### src/design/scp_pkg.sv
// Shared types, constants and helper functions of the serial command parser.
`default_nettype none
package scp_pkg;

   localparam int MAX_CHARS_DEFAULT = 32;
   localparam int QUEUE_DEPTH = 2;

   localparam logic [7:0] CH_BANG    = 8'h21;
   localparam logic [7:0] CH_NEWLINE = 8'h0A;
   localparam logic [7:0] CH_COLON   = 8'h3A;
   localparam logic [7:0] CH_ZERO    = 8'h30;
   localparam logic [7:0] CH_NINE    = 8'h39;
   localparam logic [7:0] CH_PLUS    = 8'h2B;
   localparam logic [7:0] CH_MINUS   = 8'h2D;
   localparam logic [7:0] CH_SPACE   = 8'h20;
   localparam logic [7:0] CH_TAB     = 8'h09;
   localparam logic [7:0] CH_CR      = 8'h0D;
   localparam logic [7:0] CH_NUL     = 8'h00;

   localparam int KW_GO   = 0;
   localparam int KW_EXIT = 1;
   localparam int KW_POT  = 2;
   localparam int KW_HELP = 3;
   localparam int KW_COUNT = 4;
   localparam logic [2:0] KW_LEN [KW_COUNT] = '{3'd2, 3'd4, 3'd3, 3'd4};
   localparam logic [2:0] KW_POS_MAX = 3'd5;

   localparam logic [15:0] NUM_SAT     = 16'd32768;
   localparam logic [15:0] NUM_POS_MAX = 16'd32767;

   typedef enum logic [2:0] {
      KIND_GO_EXIT = 3'd0,
      KIND_POT     = 3'd1,
      KIND_CHOICE  = 3'd2,
      KIND_HELP    = 3'd3,
      KIND_UNKNOWN = 3'd4
   } kind_type;

   typedef enum logic [2:0] {
      PH_SKIP1 = 3'd0,
      PH_TOK1  = 3'd1,
      PH_END1  = 3'd2,
      PH_SKIP2 = 3'd3,
      PH_TOK2  = 3'd4,
      PH_END2  = 3'd5
   } phase_type;

   typedef enum logic [1:0] {
      NUM_SKIP   = 2'd0,
      NUM_DIGITS = 2'd1,
      NUM_DONE   = 2'd2
   } num_phase_type;

   typedef enum logic [2:0] {
      CC_COLON = 3'd0,
      CC_DIGIT = 3'd1,
      CC_SPACE = 3'd2,
      CC_PLUS  = 3'd3,
      CC_MINUS = 3'd4,
      CC_OTHER = 3'd5
   } char_class_type;

   // One queued event: either a line character or the end of the line.
   typedef struct packed {
      logic           eol;
      logic [7:0]     ch;
      char_class_type cls;
   } event_type;

   function automatic char_class_type classify(input logic [7:0] c);
      char_class_type r;
      if (c == CH_COLON) begin
         r = CC_COLON;
      end else if (c >= CH_ZERO && c <= CH_NINE) begin
         r = CC_DIGIT;
      end else if (c == CH_SPACE || (c >= CH_TAB && c <= CH_CR)) begin
         r = CC_SPACE;
      end else if (c == CH_PLUS) begin
         r = CC_PLUS;
      end else if (c == CH_MINUS) begin
         r = CC_MINUS;
      end else begin
         r = CC_OTHER;
      end
      return r;
   endfunction

   function automatic logic [7:0] kw_char(input logic [1:0] k, input logic [2:0] pos);
      logic [7:0] r;
      r = CH_NUL;
      unique case (k)
         2'd0: begin
            case (pos)
               3'd0: r = 8'h67;
               3'd1: r = 8'h6F;
               default: r = CH_NUL;
            endcase
         end
         2'd1: begin
            case (pos)
               3'd0: r = 8'h65;
               3'd1: r = 8'h78;
               3'd2: r = 8'h69;
               3'd3: r = 8'h74;
               default: r = CH_NUL;
            endcase
         end
         2'd2: begin
            case (pos)
               3'd0: r = 8'h70;
               3'd1: r = 8'h6F;
               3'd2: r = 8'h74;
               default: r = CH_NUL;
            endcase
         end
         default: begin
            case (pos)
               3'd0: r = 8'h68;
               3'd1: r = 8'h65;
               3'd2: r = 8'h6C;
               3'd3: r = 8'h70;
               default: r = CH_NUL;
            endcase
         end
      endcase
      return r;
   endfunction

endpackage
`default_nettype wire

### src/design/scp_front.sv
// Front end: frames the line, counts characters and classifies each byte.
`default_nettype none
module scp_front #(
   parameter int MAX_CHARS = scp_pkg::MAX_CHARS_DEFAULT
) (
   input  wire logic                clock,
   input  wire logic                reset,
   input  wire logic                req_valid,
   output logic                     req_stall,
   input  wire logic [7:0]          req_rx_byte,
   input  wire logic                q_full,
   output logic                     q_push,
   output scp_pkg::event_type       q_event
);

   localparam int COUNT_W = $clog2(MAX_CHARS);
   localparam logic [COUNT_W-1:0] LAST_COUNT = COUNT_W'(MAX_CHARS - 1);

   logic               receiving_ff, receiving_in;
   logic               ended_ff, ended_in;
   logic [COUNT_W-1:0] count_ff, count_in;
   logic               accept;
   logic               is_eol;
   logic               take_char;

   assign req_stall = q_full;
   assign accept    = req_valid && !q_full;
   assign is_eol    = (req_rx_byte == scp_pkg::CH_NEWLINE);
   assign take_char = !ended_ff && (count_ff != LAST_COUNT);

   always_comb begin
      receiving_in = receiving_ff;
      ended_in     = ended_ff;
      count_in     = count_ff;
      q_push       = 1'b0;
      if (accept) begin
         if (!receiving_ff) begin
            if (req_rx_byte == scp_pkg::CH_BANG) begin
               receiving_in = 1'b1;
            end
         end else if (is_eol) begin
            q_push       = 1'b1;
            receiving_in = 1'b0;
            ended_in     = 1'b0;
            count_in     = '0;
         end else if (take_char) begin
            count_in = count_ff + 1'b1;
            // A zero byte ends the text but is never parsed.
            if (req_rx_byte == scp_pkg::CH_NUL) begin
               ended_in = 1'b1;
            end else begin
               q_push = 1'b1;
            end
         end
      end
   end

   always_comb begin
      q_event.eol = is_eol;
      q_event.ch  = req_rx_byte;
      q_event.cls = scp_pkg::classify(req_rx_byte);
   end

   always_ff @(posedge clock) begin
      if (reset) begin
         receiving_ff <= 1'b0;
         ended_ff     <= 1'b0;
         count_ff     <= '0;
      end else begin
         receiving_ff <= receiving_in;
         ended_ff     <= ended_in;
         count_ff     <= count_in;
      end
   end

endmodule
`default_nettype wire

### src/design/scp_queue.sv
// Two-entry event queue between the front end and the parser.
`default_nettype none
module scp_queue (
   input  wire logic               clock,
   input  wire logic               reset,
   input  wire logic               push,
   input  wire scp_pkg::event_type push_event,
   output logic                    full,
   output logic                    head_valid,
   output scp_pkg::event_type      head_event,
   input  wire logic               pop
);

   localparam int CNT_W = $clog2(scp_pkg::QUEUE_DEPTH + 1);
   localparam int PTR_W = $clog2(scp_pkg::QUEUE_DEPTH);
   localparam logic [CNT_W-1:0] DEPTH = CNT_W'(scp_pkg::QUEUE_DEPTH);

   scp_pkg::event_type entries_ff [scp_pkg::QUEUE_DEPTH];
   logic [PTR_W-1:0]   wr_ptr_ff, wr_ptr_in;
   logic [PTR_W-1:0]   rd_ptr_ff, rd_ptr_in;
   logic [CNT_W-1:0]   count_ff, count_in;
   logic               do_push, do_pop;

   assign full       = (count_ff == DEPTH);
   assign head_valid = (count_ff != '0);
   assign head_event = entries_ff[rd_ptr_ff];
   assign do_push    = push && !full;
   assign do_pop     = pop && head_valid;

   always_comb begin
      wr_ptr_in = do_push ? wr_ptr_ff + 1'b1 : wr_ptr_ff;
      rd_ptr_in = do_pop ? rd_ptr_ff + 1'b1 : rd_ptr_ff;
      count_in  = count_ff;
      if (do_push && !do_pop) begin
         count_in = count_ff + 1'b1;
      end else if (do_pop && !do_push) begin
         count_in = count_ff - 1'b1;
      end
   end

   always_ff @(posedge clock) begin
      if (reset) begin
         wr_ptr_ff <= '0;
         rd_ptr_ff <= '0;
         count_ff  <= '0;
      end else begin
         wr_ptr_ff <= wr_ptr_in;
         rd_ptr_ff <= rd_ptr_in;
         count_ff  <= count_in;
      end
   end

   always_ff @(posedge clock) begin
      if (do_push) begin
         entries_ff[wr_ptr_ff] <= push_event;
      end
   end

endmodule
`default_nettype wire

### src/design/scp_back.sv
// Back end: streaming token and number parser with the result register.
`default_nettype none
module scp_back (
   input  wire logic               clock,
   input  wire logic               reset,
   input  wire logic               head_valid,
   input  wire scp_pkg::event_type head_event,
   output logic                    pop,
   output logic                    rsp_valid,
   input  wire logic               rsp_stall,
   output logic [2:0]              rsp_command_kind,
   output logic [2:0]              rsp_choice_index,
   output logic signed [15:0]      rsp_pot_value
);

   scp_pkg::phase_type     phase_ff, phase_in;
   logic [2:0]             kw_pos_ff, kw_pos_in;
   logic [3:0]             kw_cand_ff, kw_cand_in;
   scp_pkg::num_phase_type num_phase_ff, num_phase_in;
   logic                   num_neg_ff, num_neg_in;
   logic [15:0]            num_val_ff, num_val_in;

   logic                   rsp_valid_ff, rsp_valid_in;
   scp_pkg::kind_type      kind_ff, kind_in;
   logic [2:0]             choice_ff, choice_in;
   logic [15:0]            pot_ff, pot_in;

   logic                   out_free;
   logic                   pop_char, pop_eol;
   logic                   is_colon;
   logic [3:0]             full;

   // Candidate next values of the keyword matcher and the number reader.
   logic [2:0]             kw_pos_step;
   logic [3:0]             kw_cand_step;
   scp_pkg::num_phase_type num_phase_step;
   logic                   num_neg_step;
   logic [15:0]            num_val_step;
   logic                   digit_stage;
   logic [19:0]            acc;
   logic [15:0]            pot_num;
   logic                   choice_ok;

   assign out_free = !rsp_valid_ff || !rsp_stall;
   assign pop      = head_valid && (!head_event.eol || out_free);
   assign pop_char = pop && !head_event.eol;
   assign pop_eol  = pop && head_event.eol;
   assign is_colon = (head_event.cls == scp_pkg::CC_COLON);

   always_comb begin
      for (int k = 0; k < scp_pkg::KW_COUNT; k++) begin
         full[k] = kw_cand_ff[k] && (kw_pos_ff == scp_pkg::KW_LEN[k]);
         kw_cand_step[k] = kw_cand_ff[k] && (kw_pos_ff < scp_pkg::KW_LEN[k]) &&
                           (scp_pkg::kw_char(2'(k), kw_pos_ff) == head_event.ch);
      end
      kw_pos_step = (kw_pos_ff < scp_pkg::KW_POS_MAX) ? kw_pos_ff + 3'd1 : kw_pos_ff;
   end

   always_comb begin
      num_phase_step = num_phase_ff;
      num_neg_step   = num_neg_ff;
      num_val_step   = num_val_ff;
      digit_stage    = (num_phase_ff == scp_pkg::NUM_DIGITS);
      acc            = {4'd0, num_val_ff} * 20'd10 + 20'(head_event.ch - scp_pkg::CH_ZERO);
      if (num_phase_ff == scp_pkg::NUM_SKIP) begin
         case (head_event.cls)
            scp_pkg::CC_SPACE: begin
            end
            scp_pkg::CC_PLUS: begin
               num_phase_step = scp_pkg::NUM_DIGITS;
            end
            scp_pkg::CC_MINUS: begin
               num_phase_step = scp_pkg::NUM_DIGITS;
               num_neg_step   = 1'b1;
            end
            default: begin
               // Any other character is the first candidate digit.
               num_phase_step = scp_pkg::NUM_DIGITS;
               digit_stage    = 1'b1;
            end
         endcase
      end
      if (digit_stage) begin
         if (head_event.cls == scp_pkg::CC_DIGIT) begin
            num_val_step = (acc > {4'd0, scp_pkg::NUM_SAT}) ? scp_pkg::NUM_SAT : acc[15:0];
         end else begin
            num_phase_step = scp_pkg::NUM_DONE;
         end
      end
   end

   // Next state of the token sequencer and its datapath.
   always_comb begin
      logic feed_kw;
      logic feed_num;
      logic clear_num;
      feed_kw   = 1'b0;
      feed_num  = 1'b0;
      clear_num = 1'b0;
      phase_in  = phase_ff;
      if (pop_char) begin
         unique case (phase_ff)
            scp_pkg::PH_SKIP1: begin
               if (!is_colon) begin
                  phase_in = scp_pkg::PH_TOK1;
                  feed_kw  = 1'b1;
                  feed_num = 1'b1;
               end
            end
            scp_pkg::PH_TOK1: begin
               if (is_colon) begin
                  if (full[scp_pkg::KW_POT]) begin
                     phase_in  = scp_pkg::PH_SKIP2;
                     clear_num = 1'b1;
                  end else begin
                     phase_in = scp_pkg::PH_END1;
                  end
               end else begin
                  feed_kw  = 1'b1;
                  feed_num = 1'b1;
               end
            end
            scp_pkg::PH_SKIP2: begin
               if (!is_colon) begin
                  phase_in = scp_pkg::PH_TOK2;
                  feed_num = 1'b1;
               end
            end
            scp_pkg::PH_TOK2: begin
               if (is_colon) begin
                  phase_in = scp_pkg::PH_END2;
               end else begin
                  feed_num = 1'b1;
               end
            end
            default: begin
            end
         endcase
      end

      kw_pos_in    = feed_kw ? kw_pos_step : kw_pos_ff;
      kw_cand_in   = feed_kw ? kw_cand_step : kw_cand_ff;
      num_phase_in = feed_num ? num_phase_step : num_phase_ff;
      num_neg_in   = feed_num ? num_neg_step : num_neg_ff;
      num_val_in   = feed_num ? num_val_step : num_val_ff;
      if (clear_num || pop_eol) begin
         num_phase_in = scp_pkg::NUM_SKIP;
         num_neg_in   = 1'b0;
         num_val_in   = '0;
      end
      if (pop_eol) begin
         phase_in   = scp_pkg::PH_SKIP1;
         kw_pos_in  = '0;
         kw_cand_in = 4'hF;
      end
   end

   // Result of the line as it stands, and the output register.
   always_comb begin
      pot_num   = num_neg_ff ? 16'(-num_val_ff) :
                  ((num_val_ff > scp_pkg::NUM_POS_MAX) ? scp_pkg::NUM_POS_MAX : num_val_ff);
      choice_ok = !num_neg_ff && (num_val_ff >= 16'd1) && (num_val_ff <= 16'd8);
      kind_in   = scp_pkg::KIND_UNKNOWN;
      choice_in = '0;
      pot_in    = '0;
      unique case (phase_ff)
         scp_pkg::PH_SKIP2: begin
            kind_in = scp_pkg::KIND_POT;
         end
         scp_pkg::PH_TOK2, scp_pkg::PH_END2: begin
            kind_in = scp_pkg::KIND_POT;
            pot_in  = pot_num;
         end
         scp_pkg::PH_TOK1, scp_pkg::PH_END1: begin
            if (full[scp_pkg::KW_GO] || full[scp_pkg::KW_EXIT]) begin
               kind_in = scp_pkg::KIND_GO_EXIT;
            end else if (full[scp_pkg::KW_POT]) begin
               kind_in = scp_pkg::KIND_POT;
            end else if (full[scp_pkg::KW_HELP]) begin
               kind_in = scp_pkg::KIND_HELP;
            end else if (choice_ok) begin
               kind_in   = scp_pkg::KIND_CHOICE;
               choice_in = 3'(num_val_ff - 16'd1);
            end
         end
         default: begin
         end
      endcase
      rsp_valid_in = pop_eol ? 1'b1 : (rsp_valid_ff && rsp_stall);
   end

   always_ff @(posedge clock) begin
      if (reset) begin
         phase_ff     <= scp_pkg::PH_SKIP1;
         kw_pos_ff    <= '0;
         kw_cand_ff   <= 4'hF;
         num_phase_ff <= scp_pkg::NUM_SKIP;
         num_neg_ff   <= 1'b0;
         num_val_ff   <= '0;
         rsp_valid_ff <= 1'b0;
      end else begin
         phase_ff     <= phase_in;
         kw_pos_ff    <= kw_pos_in;
         kw_cand_ff   <= kw_cand_in;
         num_phase_ff <= num_phase_in;
         num_neg_ff   <= num_neg_in;
         num_val_ff   <= num_val_in;
         rsp_valid_ff <= rsp_valid_in;
      end
   end

   always_ff @(posedge clock) begin
      if (pop_eol) begin
         kind_ff   <= kind_in;
         choice_ff <= choice_in;
         pot_ff    <= pot_in;
      end
   end

   assign rsp_valid        = rsp_valid_ff;
   assign rsp_command_kind = kind_ff;
   assign rsp_choice_index = choice_ff;
   assign rsp_pot_value    = $signed(pot_ff);

endmodule
`default_nettype wire

### src/design/serial_command_parser.sv
// Top level of the serial command parser: front end, event queue and parser.
//
//   beat       direction  ports
//   request    in         req_valid, req_stall, req_rx_byte
//   response   out        rsp_valid, rsp_stall, rsp_command_kind, rsp_choice_index,
//                         rsp_pot_value
//
// One byte beat is taken per cycle unless stalled; a newline is queued, then registered.
// The front end gates and classifies bytes and writes events into a two-entry queue.
// The parser retires one event per cycle; a newline waits only while the response
// register is full and stalled, and req_stall rises only when the queue is full.
// Reset is synchronous and clears the line framing, the queue and the parser state.
`default_nettype none
module serial_command_parser #(
   parameter int MAX_CHARS = scp_pkg::MAX_CHARS_DEFAULT
) (
   input  wire logic               clock,
   input  wire logic               reset,
   input  wire logic               req_valid,
   output logic                    req_stall,
   input  wire logic [7:0]         req_rx_byte,
   output logic                    rsp_valid,
   input  wire logic               rsp_stall,
   output logic [2:0]              rsp_command_kind,
   output logic [2:0]              rsp_choice_index,
   output logic signed [15:0]      rsp_pot_value
);

   logic               q_full;
   logic               q_push;
   scp_pkg::event_type q_event;
   logic               head_valid;
   scp_pkg::event_type head_event;
   logic               pop;

   scp_front #(
      .MAX_CHARS(MAX_CHARS)
   ) u_front (
      .clock      (clock),
      .reset      (reset),
      .req_valid  (req_valid),
      .req_stall  (req_stall),
      .req_rx_byte(req_rx_byte),
      .q_full     (q_full),
      .q_push     (q_push),
      .q_event    (q_event)
   );

   scp_queue u_queue (
      .clock     (clock),
      .reset     (reset),
      .push      (q_push),
      .push_event(q_event),
      .full      (q_full),
      .head_valid(head_valid),
      .head_event(head_event),
      .pop       (pop)
   );

   scp_back u_back (
      .clock           (clock),
      .reset           (reset),
      .head_valid      (head_valid),
      .head_event      (head_event),
      .pop             (pop),
      .rsp_valid       (rsp_valid),
      .rsp_stall       (rsp_stall),
      .rsp_command_kind(rsp_command_kind),
      .rsp_choice_index(rsp_choice_index),
      .rsp_pot_value   (rsp_pot_value)
   );

endmodule
`default_nettype wire

### config.mk
export PLATFORM = sky130hd
export DESIGN_NAME = serial_command_parser
export DESIGN_NICKNAME = d
export VERILOG_FILES = /design/src/design/scp_pkg.sv /design/src/design/scp_front.sv /design/src/design/scp_queue.sv /design/src/design/scp_back.sv /design/src/design/serial_command_parser.sv
export SDC_FILE = /design/constraint.sdc
export NUM_CORES = 1
export LEC_CHECK = 0
export ABC_AREA = 1
export BUFFER_PORTS_ARGS = -buffer_cell sky130_fd_sc_hd__clkbuf_2
export CAP_MARGIN = 20
export CORE_ASPECT_RATIO = 0.7
export CORE_UTILIZATION = 60
export DETAILED_ROUTE_END_ITERATION = 7
export PLACE_DENSITY = 0.89
export SLEW_MARGIN = 15
export SYNTH_ARGS = -nofsm -noshare
export SYNTH_HDL_FRONTEND = slang
export SYNTH_HIERARCHICAL = 1
export SYNTH_SLANG_ARGS = --single-unit
export TNS_END_PERCENT = 5
### constraint.sdc
create_clock -name clock -period 4.3 [get_ports clock]
set_input_delay 0.645 -clock clock [delete_from_list [all_inputs] [get_ports clock]]
set_output_delay 0.645 -clock clock [all_outputs]
set_load 0.02 [all_outputs]
# ---- Word-level counts from Yosys, hierarchy flattened
# Memories as Yosys holds them, arrays and structs flattened. A register that Yosys moved wholly into a read port is not among the register bits.
# Cells that the tools add are included.
dict set report op_classes {
  n_addsub 10
  n_mul 1
  magnitude_cmp 12
  n_eq_ne 30
  muxes 58
  n_bitwise 2
  reduce_logical 64
}
# operator n
set op_table {}
lappend op_table {{$pmux W7 S4} 2}
lappend op_table {{$mux W16} 3}
lappend op_table {{$eq A8 B6 Y1 const B} 5}
lappend op_table {{$mux W3} 12}
lappend op_table {{$eq A7 B8 Y1} 4}
lappend op_table {{$mux W1} 29}
lappend op_table {{$logic_and A1 B1 Y1} 26}
lappend op_table {{$pmux W7 S3} 1}
lappend op_table {{$add A20 B20 Y20} 1}
lappend op_table {{$gt A20 B16 Y1 const B} 1}
lappend op_table {{$mul A16 B3 Y19 const B} 1}
lappend op_table {{$eq A3 B2 Y1 const B} 6}
lappend op_table {{$ge A16 B1 Y1 const B} 1}
lappend op_table {{$gt A16 B15 Y1 const B} 1}
lappend op_table {{$le A16 B4 Y1 const B} 1}
lappend op_table {{$neg A16 Y16} 1}
lappend op_table {{$pmux W7 S2} 1}
lappend op_table {{$eq A3 B3 Y1 const B} 4}
lappend op_table {{$mux W2} 6}
lappend op_table {{$pmux W3 S4} 1}
lappend op_table {{$mux W5} 2}
lappend op_table {{$reduce_or A2 Y1} 5}
lappend op_table {{$eq A3 B1 Y1 const B} 3}
lappend op_table {{$logic_not A3 Y1} 3}
lappend op_table {{34 further kinds} 57}
dict set report totals {
  reg_bits 63
  ramBits 24
  out_inout_bits 24
  memories 1
}
# name depth width rd rd_clocked_by_memory_dff wr line_no
set memory_table {}
lappend memory_table {u_queue.entries_ff 2 12 1 1 1 scp_queue.sv:18} ;# scp_pkg::event_type entries_ff [scp_pkg::QUEUE_DEPTH];

# ---- Longest topological paths before layout
# Gate-level depths: netlist of the first run.
dict set report logic_depth {
  word_depth 11
  mapped_depth 27
  ltp_nobuf 26
}

# ---- Modules after synthesis
# Netlist of the first run, hierarchy kept.
# mod n_inst cells_each area_per_inst_um2
set by_module_without_submodules {}
lappend by_module_without_submodules {scp_back 1 788 5262.5}
lappend by_module_without_submodules {scp_queue 1 74 1153.6}
lappend by_module_without_submodules {scp_front 1 100 676.9}

# ---- Worst setup path after synthesis of the first run
# OpenSTA, ideal clock, no wires.
dict set report synth_path {
  path_kind {reg2reg}
  start {reg u_back.num_val_ff[3]}
  end {reg u_back.num_val_ff[10]}
  setup_ns 0.066
  arrival_time_ns 3.826
  slack_ns 0.408
  stages_incl_launch_ff 27
  period_less_slack_ns 3.892
  path_cell_list {dfxtp_1 > ha_1 > ha_1 > fa_1 > nand3_1 > nand2_1 > a21oi_1 > o21ai_0 > a21boi_0 > o21ai_0 > xor2_1 > inv_1 > ha_1 > nand2_1 > inv_1 > nand2_1 > nand2_1 > a21oi_1 > nand2_1 > nand2_1 > nand2_1 > nor2_2 > nand2_2 > nor2_8 > buf_12 > nand3_2 > a21oi_2}
}
dict set report synth_via {
  elab_chain_len 4
}
# element line_no
set synth_rtl {}
lappend synth_rtl {{start: declaration} scp_back.sv:21} ;# logic [15:0] num_val_ff, num_val_in;
lappend synth_rtl {{start signal: assignment} scp_back.sv:207} ;# num_val_ff <= num_val_in;
lappend synth_rtl {{$mul A16 B3 Y19 (*)} scp_back.sv:64} ;# acc = {4'd0, num_val_ff} * 20'd10 + 20'(head_event.ch - scp_pkg::CH_ZERO);
lappend synth_rtl {{$add A20 B20 Y20 (*)} scp_back.sv:64}
lappend synth_rtl {{$gt A20 B16 Y1} scp_back.sv:85} ;# num_val_step = (acc > {4'd0, scp_pkg::NUM_SAT}) ? scp_pkg::NUM_SAT : acc[15:0];
lappend synth_rtl {{$mux W16 (*)} scp_back.sv:85}
# Every way passes the cells marked *; elsewhere a longest branch is shown, timed or not.
# A chain may end at the register's enable or synchronous reset.

# ---- Worst setup path in the final report of the first run
dict set report layout_path {
  start {reg u_back.num_val_ff[1]}
  end {reg u_back.num_val_ff[3]}
}
# The elaborated chain is that of the path after synthesis.

==> out/qor.csv, run 1 <==
metric,value,unit
Post-synth ARST share,0,%
CP Launch Point,u_back/num_val_ff[1],
total wire length,18000,um
Final Cell Area,7700,sq um
multiplexer share of the synthesized area,2.59,%
endpoints failing setup,0,
setup TNS,0,ns
Hold Path Class,reg2reg,
layout cells sized above 1,14.9,%
"Top FF cell, synth",edfxtp_1,
worst slew pin tran,1.05,ns
XOR/XNOR Fraction of Synth Area,2.96,%
placed cell count,1136,
Vias,6765,
DP Area,7360,sq um
Clock Latency Late Sink,0.33,ns
final hold vios,0,
Syn Inst Count,962,
Tcrit/Tclk final,95.0,%
Vert. Die Dim,93.0,um
PwrDens,213,nW/um^2
GR Util All Layers,30.0,%
syn nets,1033,
outcome,"complete, no violations",
Synth Area in Simple Gates,29.6,%
pin count of the biggest net entering global routing,32,
Netlist cell types,56,
hold_ws,0.454,ns
Max clock buf depth,2,
crit path max fanout,16,
Worst-path clk slew,0.06,ns
Crit path required time,4.56,ns
# DRC,0,
Starting Density,63.0,%
"Slew Viols, Final",0,
WS Path Type,reg2reg,
Final Skew,0.00841,ns
crit path max-delay cell type,fa_1,
global-route wire length before repair,29600,um
R2R cell count,25,
Max-Cap Viols,0,
r2r endpoint,u_back/num_val_ff[3],
Post-Layout Cell Count,1155,
CTS buffer count,9,
Die Area,12300,sq um
"EDFF count, synth",46,
routed len/inst,15.6,um
Critical Path Sink Type,flop,
Worst R2R Start,u_back/num_val_ff[1],
gpl congestion,0.927,
number of routed nets with antenna violations,0,
Layout area overhead,8.61,%
GR Overflow Total,0,
crit path DAT,4.35,ns
core area,11300,sq um
Post-CTS Hold Fix Bufs,0,
sequential share of the synthesized area,31.3,%
maximum vdd ir drop,0.239,mV
vias per inst,5.86,
YS warnings,6,
CTS Sinks,88,
H-tree levels,3,
row count,32,
initial antenna violation count,0,
CP peak stage delay,0.41,ns
number of I/O port buffers,35,
Adder-Cell Fraction of Synth Area,10.6,%
Iter 0 DRT Violations,902,
CTS tree,built,
io pins,36,
Synth Cell Area,7090,sq um
Fill cells,835,
Leak,3.70,nW
crit path capture,u_back/num_val_ff[3],
register bit count reported by yosys,88,
clock root buffer,clkbuf_16,
Slew headroom,29.6,%
Compound-Gate Fraction of Synth Area,12.4,%
nets@finish,1068,
Avg Inst Size Synth,7.37,sq um
router iterations before antenna repair,7,
Tmin final,4.09,ns
worst reg-to-reg setup slack,0.21,ns
largest family of logic cells by synthesized area,simple AND/OR/NAND/NOR gates,
"Core Util, Final",68.5,%
number of diodes,0,
cell with the most instances on the worst path,nand2_1,
DP HPWL,12900,um
Critical Path Start Type,flop,
Max Freq,245,MHz
Die Width,132,um
vias in the first global route,6201,
[Yosys cell counts, types with 2 or more instances]
master	number	area, sq um
a211oi_1	4	30.0
a21oi_1	62	310
a21oi_2	15	131
a31oi_1	16	100
buf_2	3	15.0
buf_4	10	75.1
buf_6	3	33.8
clkbuf_1	5	18.8
dfxtp_1	42	841
edfxtp_1	46	1380
fa_1	2	40.0
ha_1	57	713
inv_1	143	537
inv_2	6	22.5
mux2_2	3	33.8
mux2_4	10	150
nand2_1	226	848
nand2_2	17	106
nand2_4	2	22.5
nand3_1	57	285
nand3_2	12	120
nand3b_1	3	22.5
nand4_1	15	93.8
nor2_1	90	338
nor2_2	2	12.5
nor2_4	4	45.0
nor3_1	12	60.1
nor3_2	3	30.0
nor3b_1	2	15.0
nor4_1	4	25.0
o2111ai_1	2	17.5
o211ai_1	2	15.0
o21ai_0	37	185
xnor2_1	9	78.8
xor2_1	15	131
[cell usage in the layout (no fill, tap or decap), types with 2 or more instances in the layout]
master,Yosys,layout
nand2_2,17,17
xnor2_1,9,9
fa_1,2,2
o211ai_1,2,2
clkbuf_16,0,9
inv_1,143,143
a21oi_2,15,18
nor3b_1,2,2
o2111ai_1,2,2
clkinv_1,1,2
nor3_1,12,12
mux2_4,10,10
nand3_2,12,12
nor2_1,90,90
nand2_4,2,3
a31oi_1,16,16
nor2_2,2,2
clkbuf_1,5,2
nor2_4,4,4
xor2_1,15,15
clkbuf_2,1,35
a211oi_1,4,4
nand4_1,15,15
ha_1,57,56
dfxtp_1,42,41
nand3_1,57,57
edfxtp_1,46,46
nor4_1,4,4
nand2_1,226,225
a21oi_1,62,59
mux2_2,3,3
nor3_2,3,3
o21ai_0,37,36
nand3b_1,3,3
inv_2,6,6
buf_4,10,12
[critical path, delay by kind of cell (launching register included)]
kind                       cells  cell delay, ns
adders and majority gates      4            1.28
xor gates and xnor gates       1            0.14
AOI/OAI and AO/OA              5            0.78
buffers and inverters          4            0.40
DFF                            1            0.35
and+or+nand+nor               11            1.06
[layout make-up]
cell class	instances	area, sq um	area share [%]
clock inverters	4	26.3	0.341
clock buffers	12	246	3.20
flip-flops and latches	88	2220	28.9
inverters	151	572	7.42
multi-input cells	699	4160	54.0
well taps	153	191	2.48
repair buffers	48	285	3.70
[layer usage]
layer | track usage [%] | up-vias | part of all wire, %
met2 | 47.3 | 379 | 42
met4 | 7.17 | 0 | 2.4
met3 | 4.66 | 64 | 10
met5 | 0 | - | 0
met1 | 43.2 | 3071 | 45
li1 | - | 3251 | -
[how the worst min path moves through the flow]
stage	start	cells past startpoint	end	slack (ns)
floorplan	u_back/kw_cand_ff[2]	2	u_back/kw_cand_ff[2]	0.42
global placement	u_back/kw_cand_ff[2]	2	u_back/kw_cand_ff[2]	0.43
detailed placement	u_back/kw_cand_ff[2]	2	u_back/kw_cand_ff[2]	0.44
CTS	u_back/kw_cand_ff[2]	2	u_back/kw_cand_ff[2]	0.45
global route	u_back/kw_cand_ff[2]	2	u_back/kw_cand_ff[2]	0.46
finish	u_back/kw_cand_ff[2]	2	u_back/kw_cand_ff[2]	0.45
[state kept, by name, indices dropped and copies added, names as in the netlist, 4 cells and up, named ones only]
register and count:
u_back/rsp_pot_value 16, u_back/kw_cand_ff 4, u_back/num_val_ff 16, u_front/count_ff 5, u_queue/entries_ff 24
[cells by family (layout without fill, tap and decap cells)]
group / Yosys count / count (layout)
mux: 13 / 13
flops: 88 / 88
compound gates: 147 / 147
xor+xnor: 24 / 24
fa+ha+maj: 59 / 59
simple gates: 456 / 456
buf+inv: 175 / 215
[report_power, final]
part           switching, W  leakage (nW)  internal (W)
clock              0.000314         0.131      0.000408
combinational     0.0000294          2.80     0.0000118
sequential      0.000000397         0.778      0.000878
[stage by stage]
step	setup slack (ns)	power (W)
floorplan	0.408	0.000926
global placement	0.267	0.000934
detailed placement	0.0235	0.000936
CTS	0.00732	0.00165
global route	-0.0540	0.00168
finish	0.213	0.00164
[what timing repair did]
action,in CTS,in global routing
gates resized for setup,0,9
pin swaps,1,2
endpoints found under the setup margin,2,16
gates cloned,0,0
setup buffers,1,2
Note: power is estimated with default switching activity, not from simulation.
==> inputs of run 2 (changes only) <==
--- a/config.mk
+++ b/config.mk
@@ -9,9 +9,9 @@
 export BUFFER_PORTS_ARGS = -buffer_cell sky130_fd_sc_hd__clkbuf_2
 export CAP_MARGIN = 20
 export CORE_ASPECT_RATIO = 0.7
-export CORE_UTILIZATION = 60
+export CORE_UTILIZATION = 61
 export DETAILED_ROUTE_END_ITERATION = 7
-export PLACE_DENSITY = 0.89
+export PLACE_DENSITY = 0.9
 export SLEW_MARGIN = 15
 export SYNTH_ARGS = -nofsm -noshare
 export SYNTH_HDL_FRONTEND = slang
==> run 2 against run 1 <==
Critical path depth shrank 1. Die area is 1.6% lower. Power increased by 2.6%. First-iteration DRC count grew 4.4%. Utilization up 1.3 points. Global-route usage is 0.17 points higher. Clock power is 6.2% higher. Non-clock buffer count is 4 higher. Clock-buffer cell count decreased by 3. Critical endpoint is now u_back/num_val_ff[15]. Largest cell class unchanged. Highest routed layer unchanged.
==> out/qor.csv, run 2 (synthesis results as in run 1) <==
metric,value,unit,change
Hold Path Class,reg2reg,,unchanged
routed len/inst,15.8,um,was 15.6 um
core area,11200,sq um,was 11300 sq um
Max-Cap Viols,0,,unchanged
endpoints failing setup,0,,unchanged
clock root buffer,clkbuf_16,,unchanged
"commonest non-fill, non-tap cell in the layout",nand2_1,,unchanged
vias in the first global route,5889,,was 6201
Vias,6806,,was 6765
GR Overflow Total,0,,unchanged
Largest Register,u_queue/entries_ff,,unchanged
DP HPWL,12700,um,was 12900 um
GR Util All Layers,30.2,%,was 30.0%
Final Skew,0.00868,ns,was 0.00841 ns
number of diodes,0,,unchanged
post-place setup slack,0.0388,ns,was 0.0235 ns
Critical Path Sink Type,flop,,unchanged
crit path max fanout,5,,was 16
Layout area overhead,9.88,%,was 8.61%
Slew headroom,27.4,%,was 29.6%
Die Width,131,um,was 132 um
Worst-path clk slew,0.07,ns,was 0.06 ns
max reg flops,24,,unchanged
outcome,"complete, no violations",,unchanged
Tcrit/Tclk final,96.7,%,was 95.0%
CTS tree,built,,unchanged
Tmin final,4.16,ns,was 4.09 ns
Clock Latency Late Sink,0.34,ns,was 0.33 ns
maximum vdd ir drop,0.220,mV,was 0.239 mV
most frequent cells in the layout,"nand2_1 (223), inv_1 (143), nor2_1 (88)",,"was nand2_1 (225), inv_1 (143), nor2_1 (90)"
final hold vios,0,,unchanged
Max clock buf depth,2,,unchanged
initial antenna violation count,1,,was 0
WS Path Type,reg2reg,,unchanged
H-tree levels,3,,unchanged
crit path DAT,4.39,ns,was 4.35 ns
nets@finish,1073,,was 1068
pin count of the biggest net entering global routing,32,,unchanged
"Core Util, Final",69.8,%,was 68.5%
CTS Sinks,88,,unchanged
number of routed nets with antenna violations,0,,unchanged
Die Area,12100,sq um,was 12300 sq um
row count,32,,unchanged
io pins,36,,unchanged
Critical Path Start Type,flop,,unchanged
Fill cells,779,,was 835
router iterations before antenna repair,6,,was 7
global-route wire length before repair,28300,um,was 29600 um
final setup margin,0.142,ns,was 0.213 ns
Vert. Die Dim,92.2,um,was 93.0 um
CTS buffer count,9,,unchanged
Max Freq,241,MHz,was 245 MHz
gpl congestion,0.942,,was 0.927
Leak,3.74,nW,was 3.70 nW
"Slew Viols, Final",0,,unchanged
number of I/O port buffers,35,,unchanged
vias per inst,5.87,,was 5.86
PwrDens,216,nW/um^2,was 213 nW/um^2
total wire length,18300,um,was 18000 um
worst slew pin tran,1.08,ns,was 1.05 ns
Starting Density,63.5,%,was 63.0%
layout cells sized above 1,16.2,%,was 14.9%
# DRC,0,,unchanged
Crit path required time,4.54,ns,was 4.56 ns
Iter 0 DRT Violations,942,,was 902
-- run 2: cell type report --
cell class | count | area [sq um] | area share [%]
clock buffers | 9 | 225 | 2.89
clock inverters | 7 | 72.6 | 0.931
inverters | 151 | 572 | 7.34
multi-input cells | 700 | 4190 | 53.8
flip-flops and latches | 88 | 2220 | 28.5
well taps | 153 | 191 | 2.46
repair buffers | 52 | 315 | 4.05
-- run 2: worst paths after layout --
kind	depth (start not counted)	from	slack [ns]	end
setup reg to reg	24	u_back/num_val_ff[1]	0.14	u_back/num_val_ff[15]
hold reg to reg	2	u_back/kw_cand_ff[2]	0.45	u_back/kw_cand_ff[2]
hold / removal	2	u_back/kw_cand_ff[2]	0.45	u_back/kw_cand_ff[2]
setup / recovery	24	u_back/num_val_ff[1]	0.14	u_back/num_val_ff[15]
-- run 2: stage by stage --
stage / TNS, ns / hold WS (ns) / instance area, sq um / std cells / power, W
after floorplan: 0 / 0.418 / 7090 / 962 / 0.000926
after CTS: 0 / 0.450 / 7690 / 1156 / 0.00169
after global routing: -0.297 / 0.494 / 7790 / 1160 / 0.00172
final: 0 / 0.453 / 7790 / 1160 / 0.00168
after detailed placement: 0 / 0.436 / 7360 / 1135 / 0.000935
after global placement: 0 / 0.428 / 7360 / 1135 / 0.000934
-- run 2: report_power, final --
| part | internal, W | switching, W | total, W |
|---|---|---|---|
| Sequential | 0.000877 | 0.000000373 | 0.000878 |
| Clock | 0.000410 | 0.000357 | 0.000767 |
| Combinational | 0.0000119 | 0.0000277 | 0.0000396 |
-- run 2: metal layers --
| layer | vias up | GRT usage, % | part of all wire (%) | routed length, um |
|---|---|---|---|---|
| li1 | 3261 | - | - | - |
| met1 | 3074 | 44.9 | 45 | 8230 |
| met2 | 400 | 43.9 | 42 | 7600 |
| met3 | 71 | 5.25 | 10 | 1880 |
| met4 | 0 | 9.58 | 3.1 | 575 |
| met5 | - | 0 | 0 | 0 |
-- run 2: worst max-delay path, stage by stage, from the launching register on --
cell      delay, ns
dfxtp_2        0.35
ha_1           0.30
ha_1           0.25
fa_2           0.37
nand3_1        0.09
nand2_1        0.10
a21oi_2        0.19
o21ai_1        0.11
a21boi_1       0.21
o21ai_1        0.10
xor2_1         0.17
inv_1          0.11
ha_4           0.30
nand2_2        0.08
nor3_2         0.16
nand2_1        0.10
nor3_1         0.18
nor2_2         0.08
nand3_1        0.11
nand2_4        0.10
nor2_8         0.18
buf_4          0.18
nand2_1        0.06
nand2_1        0.09
inv_1          0.06
-- run 2: repair_timing --
item                                    CTS  global route
hold endpoints to repair                  0             0
setup buffers                             5             3
pin swaps                                 1             4
cloned                                    0             1
hold buffers                              0             0
endpoints found under the setup margin    3            16
gates resized for setup                   0            18
==> inputs of run 3 (changes only) <==
==> constraint.sdc (replaced) <==
create_clock -name clock -period 4 [get_ports clock]
set_input_delay 0.6 -clock clock [delete_from_list [all_inputs] [get_ports clock]]
set_output_delay 0.6 -clock clock [all_outputs]
set_load 0.02 [all_outputs]
==> run 3 against run 2 <==
The flow now finishes with violations (negative setup slack). Global-route usage up 1.8 points. Sequential share of layout area down 0.63 points. Design area up 2.6%.
==> out/qor.csv, run 3 (synthesis results as in run 1) <==
metric,value,unit,change
CTS buffer count,9,,unchanged
Vert. Die Dim,92.2,um,unchanged
core area,11200,sq um,unchanged
Max-Cap Viols,0,,unchanged
cell with the most instances on the worst path,nand2_1,,unchanged
Tmin final,4.04,ns,was 4.16 ns
crit path max-delay cell type,dfxtp_2,,was fa_2
hold path startpoint,req_rx_byte[6],,was u_back/kw_cand_ff[2]
Leak,3.80,nW,was 3.74 nW
post-place setup slack,-0.123,ns,was 0.0388 ns
maximum vdd ir drop,0.256,mV,was 0.220 mV
Final Cell Area,8000,sq um,was 7790 sq um
WS Path Type,reg2reg,,unchanged
"Core Util, Final",71.6,%,was 69.8%
io pins,36,,unchanged
Post-CTS Hold Fix Bufs,0,,unchanged
Clock Latency Late Sink,0.34,ns,about the same
outcome,finished with violations,,"was complete, no violations"
total wire length,20700,um,was 18300 um
Layout area overhead,12.7,%,was 9.88%
Worst R2R Start,u_back/num_val_ff[3],,was u_back/num_val_ff[1]
router iterations before antenna repair,7,,was 6
vias per inst,6.14,,was 5.87
Vias,7142,,was 6806
Largest Register,u_queue/entries_ff,,unchanged
hold depth,1,,was 2
clock root buffer,clkbuf_16,,unchanged
endpoints failing setup,3,,was 0
crit path DAT,4.29,ns,was 4.39 ns
CP peak stage delay,0.34,ns,was 0.37 ns
initial antenna violation count,0,,was 1
number of I/O port buffers,35,,unchanged
CTS Sinks,88,,unchanged
Max Freq,248,MHz,was 241 MHz
global-route wire length before repair,29900,um,was 28300 um
r2r endpoint,u_back/num_val_ff[12],,was u_back/num_val_ff[15]
Starting Density,63.5,%,unchanged
number of diodes,0,,unchanged
DP HPWL,13100,um,was 12700 um
routed len/inst,17.8,um,was 15.8 um
Critical Path Sink Type,flop,,unchanged
crit path max fanout,6,,was 5
Fill cells,710,,was 779
"commonest non-fill, non-tap cell in the layout",nand2_1,,unchanged
final setup margin,-0.0380,ns,was 0.142 ns
max reg flops,24,,unchanged
final hold vios,0,,unchanged
worst reg-to-reg setup slack,-0.04,ns,was 0.14 ns
Worst-path clk slew,0.07,ns,about the same
number of routed nets with antenna violations,0,,unchanged
PwrDens,240,nW/um^2,was 216 nW/um^2
GR Overflow Total,0,,unchanged
Hold Path Class,in2reg,,was reg2reg
Die Area,12100,sq um,unchanged
hold path endpoint,u_queue/entries_ff[1][9],,was u_back/kw_cand_ff[2]
Iter 0 DRT Violations,982,,was 942
layout cells sized above 1,18.6,%,was 16.2%
Final Skew,0.00342,ns,was 0.00868 ns
Tcrit/Tclk final,101,%,was 96.7%
failing checks,negative setup slack,,
R2R cell count,25,,was 24
Seq. cell area,2230,sq um,was 2220 sq um
area of the multi-input gates,4320,sq um,was 4190 sq um
Crit path required time,4.25,ns,was 4.54 ns
worst slew pin tran,1.22,ns,was 1.08 ns
Max clock buf depth,2,,unchanged
CTS tree,built,,unchanged
vias in the first global route,6178,,was 5889
Slew headroom,17.8,%,was 27.4%
H-tree levels,3,,unchanged
setup TNS,-0.0473,ns,was 0 ns
gpl congestion,0.952,,was 0.942
row count,32,,unchanged
GR Util All Layers,32.0,%,was 30.2%
most frequent cells in the layout,"nand2_1 (221), inv_1 (143), nor2_1 (87)",,"was nand2_1 (223), inv_1 (143), nor2_1 (88)"
pin count of the biggest net entering global routing,23,,was 32
Die Width,131,um,unchanged
# DRC,0,,unchanged
nets@finish,1076,,was 1073
DP Area,7390,sq um,was 7360 sq um
"Slew Viols, Final",0,,unchanged
Critical Path Start Type,flop,,unchanged
==> run 3: cell types whose count changed in the layout (fill, tap and decap cells not counted), moves of 2 or more <==
cell	change
nor3_1	-3
bufinv_16	+2
nand2_1	-2
nor3_2	+2
nand2_2	+4
dfxtp_2	+6
ha_1	-5
nand2_4	-2
ha_4	+4
dfxtp_1	-6
==> run 3: layout make-up <==
cell class	instances	area share [%]
clock inverters	7	1.27
multi-input cells	700	54.0
repair buffers	55	4.49
clock buffers	9	2.82
flip-flops and latches	88	27.9
well taps	153	2.39
inverters	151	7.15
==> run 3: how the worst max path moves through the flow <==
stage                    startpoint                    end  depth (start not counted)
3_3_place_gp   u_back/num_val_ff[1]   u_back/num_val_ff[3]                         22
4_1_cts        u_back/num_val_ff[3]  u_back/num_val_ff[10]                         26
3_5_place_dp   u_back/num_val_ff[1]   u_back/num_val_ff[3]                         22
5_1_grt        u_back/num_val_ff[3]  u_back/num_val_ff[12]                         25
6_report       u_back/num_val_ff[3]  u_back/num_val_ff[12]                         25
2_1_floorplan  u_back/num_val_ff[3]  u_back/num_val_ff[10]                         26
==> run 3: what timing repair did <==
item | CTS | global route
pin swaps | 2 | 17
buffers inserted | 2 | 3
endpoints found under the hold margin | 0 | 0
resized for setup | 4 | 43
setup endpoints to repair | 16 | 16
gates cloned | 0 | 2
==> run 3: through the flow <==
stage                     hold WS, ns  total power (W)  cells
after CTS                       0.458          0.00191   1157
after detailed placement        0.441          0.00101   1139
after global placement          0.429          0.00100   1139
final                           0.470          0.00192   1163
after floorplan                 0.418         0.000995    962
after global routing            0.471          0.00196   1163
==> run 3: worst max-delay path, delay by kind of cell (launching register included) <==
kind            cells  cell delay, ns
compound gates      3            0.58
xor+xnor            1            0.27
fa+ha+maj           3            0.92
buf+inv             5            0.54
flops               1            0.34
simple gates       13            1.30
==> run 3: per-layer routing <==
layer	vias to the layer above	track usage, %	wire, um
li1	3254	-	-
met3	127	4.67	2520
met1	3177	46.4	8540
met2	584	48.3	8700
met4	0	11.1	954
met5	-	0	0
==> run 3: report_power, final <==
group	leakage [nW]	internal (W)	switching, W
Clock	0.160	0.000555	0.000372
Sequential	0.781	0.000943	0.000000468
Combinational	2.86	0.0000129	0.0000317
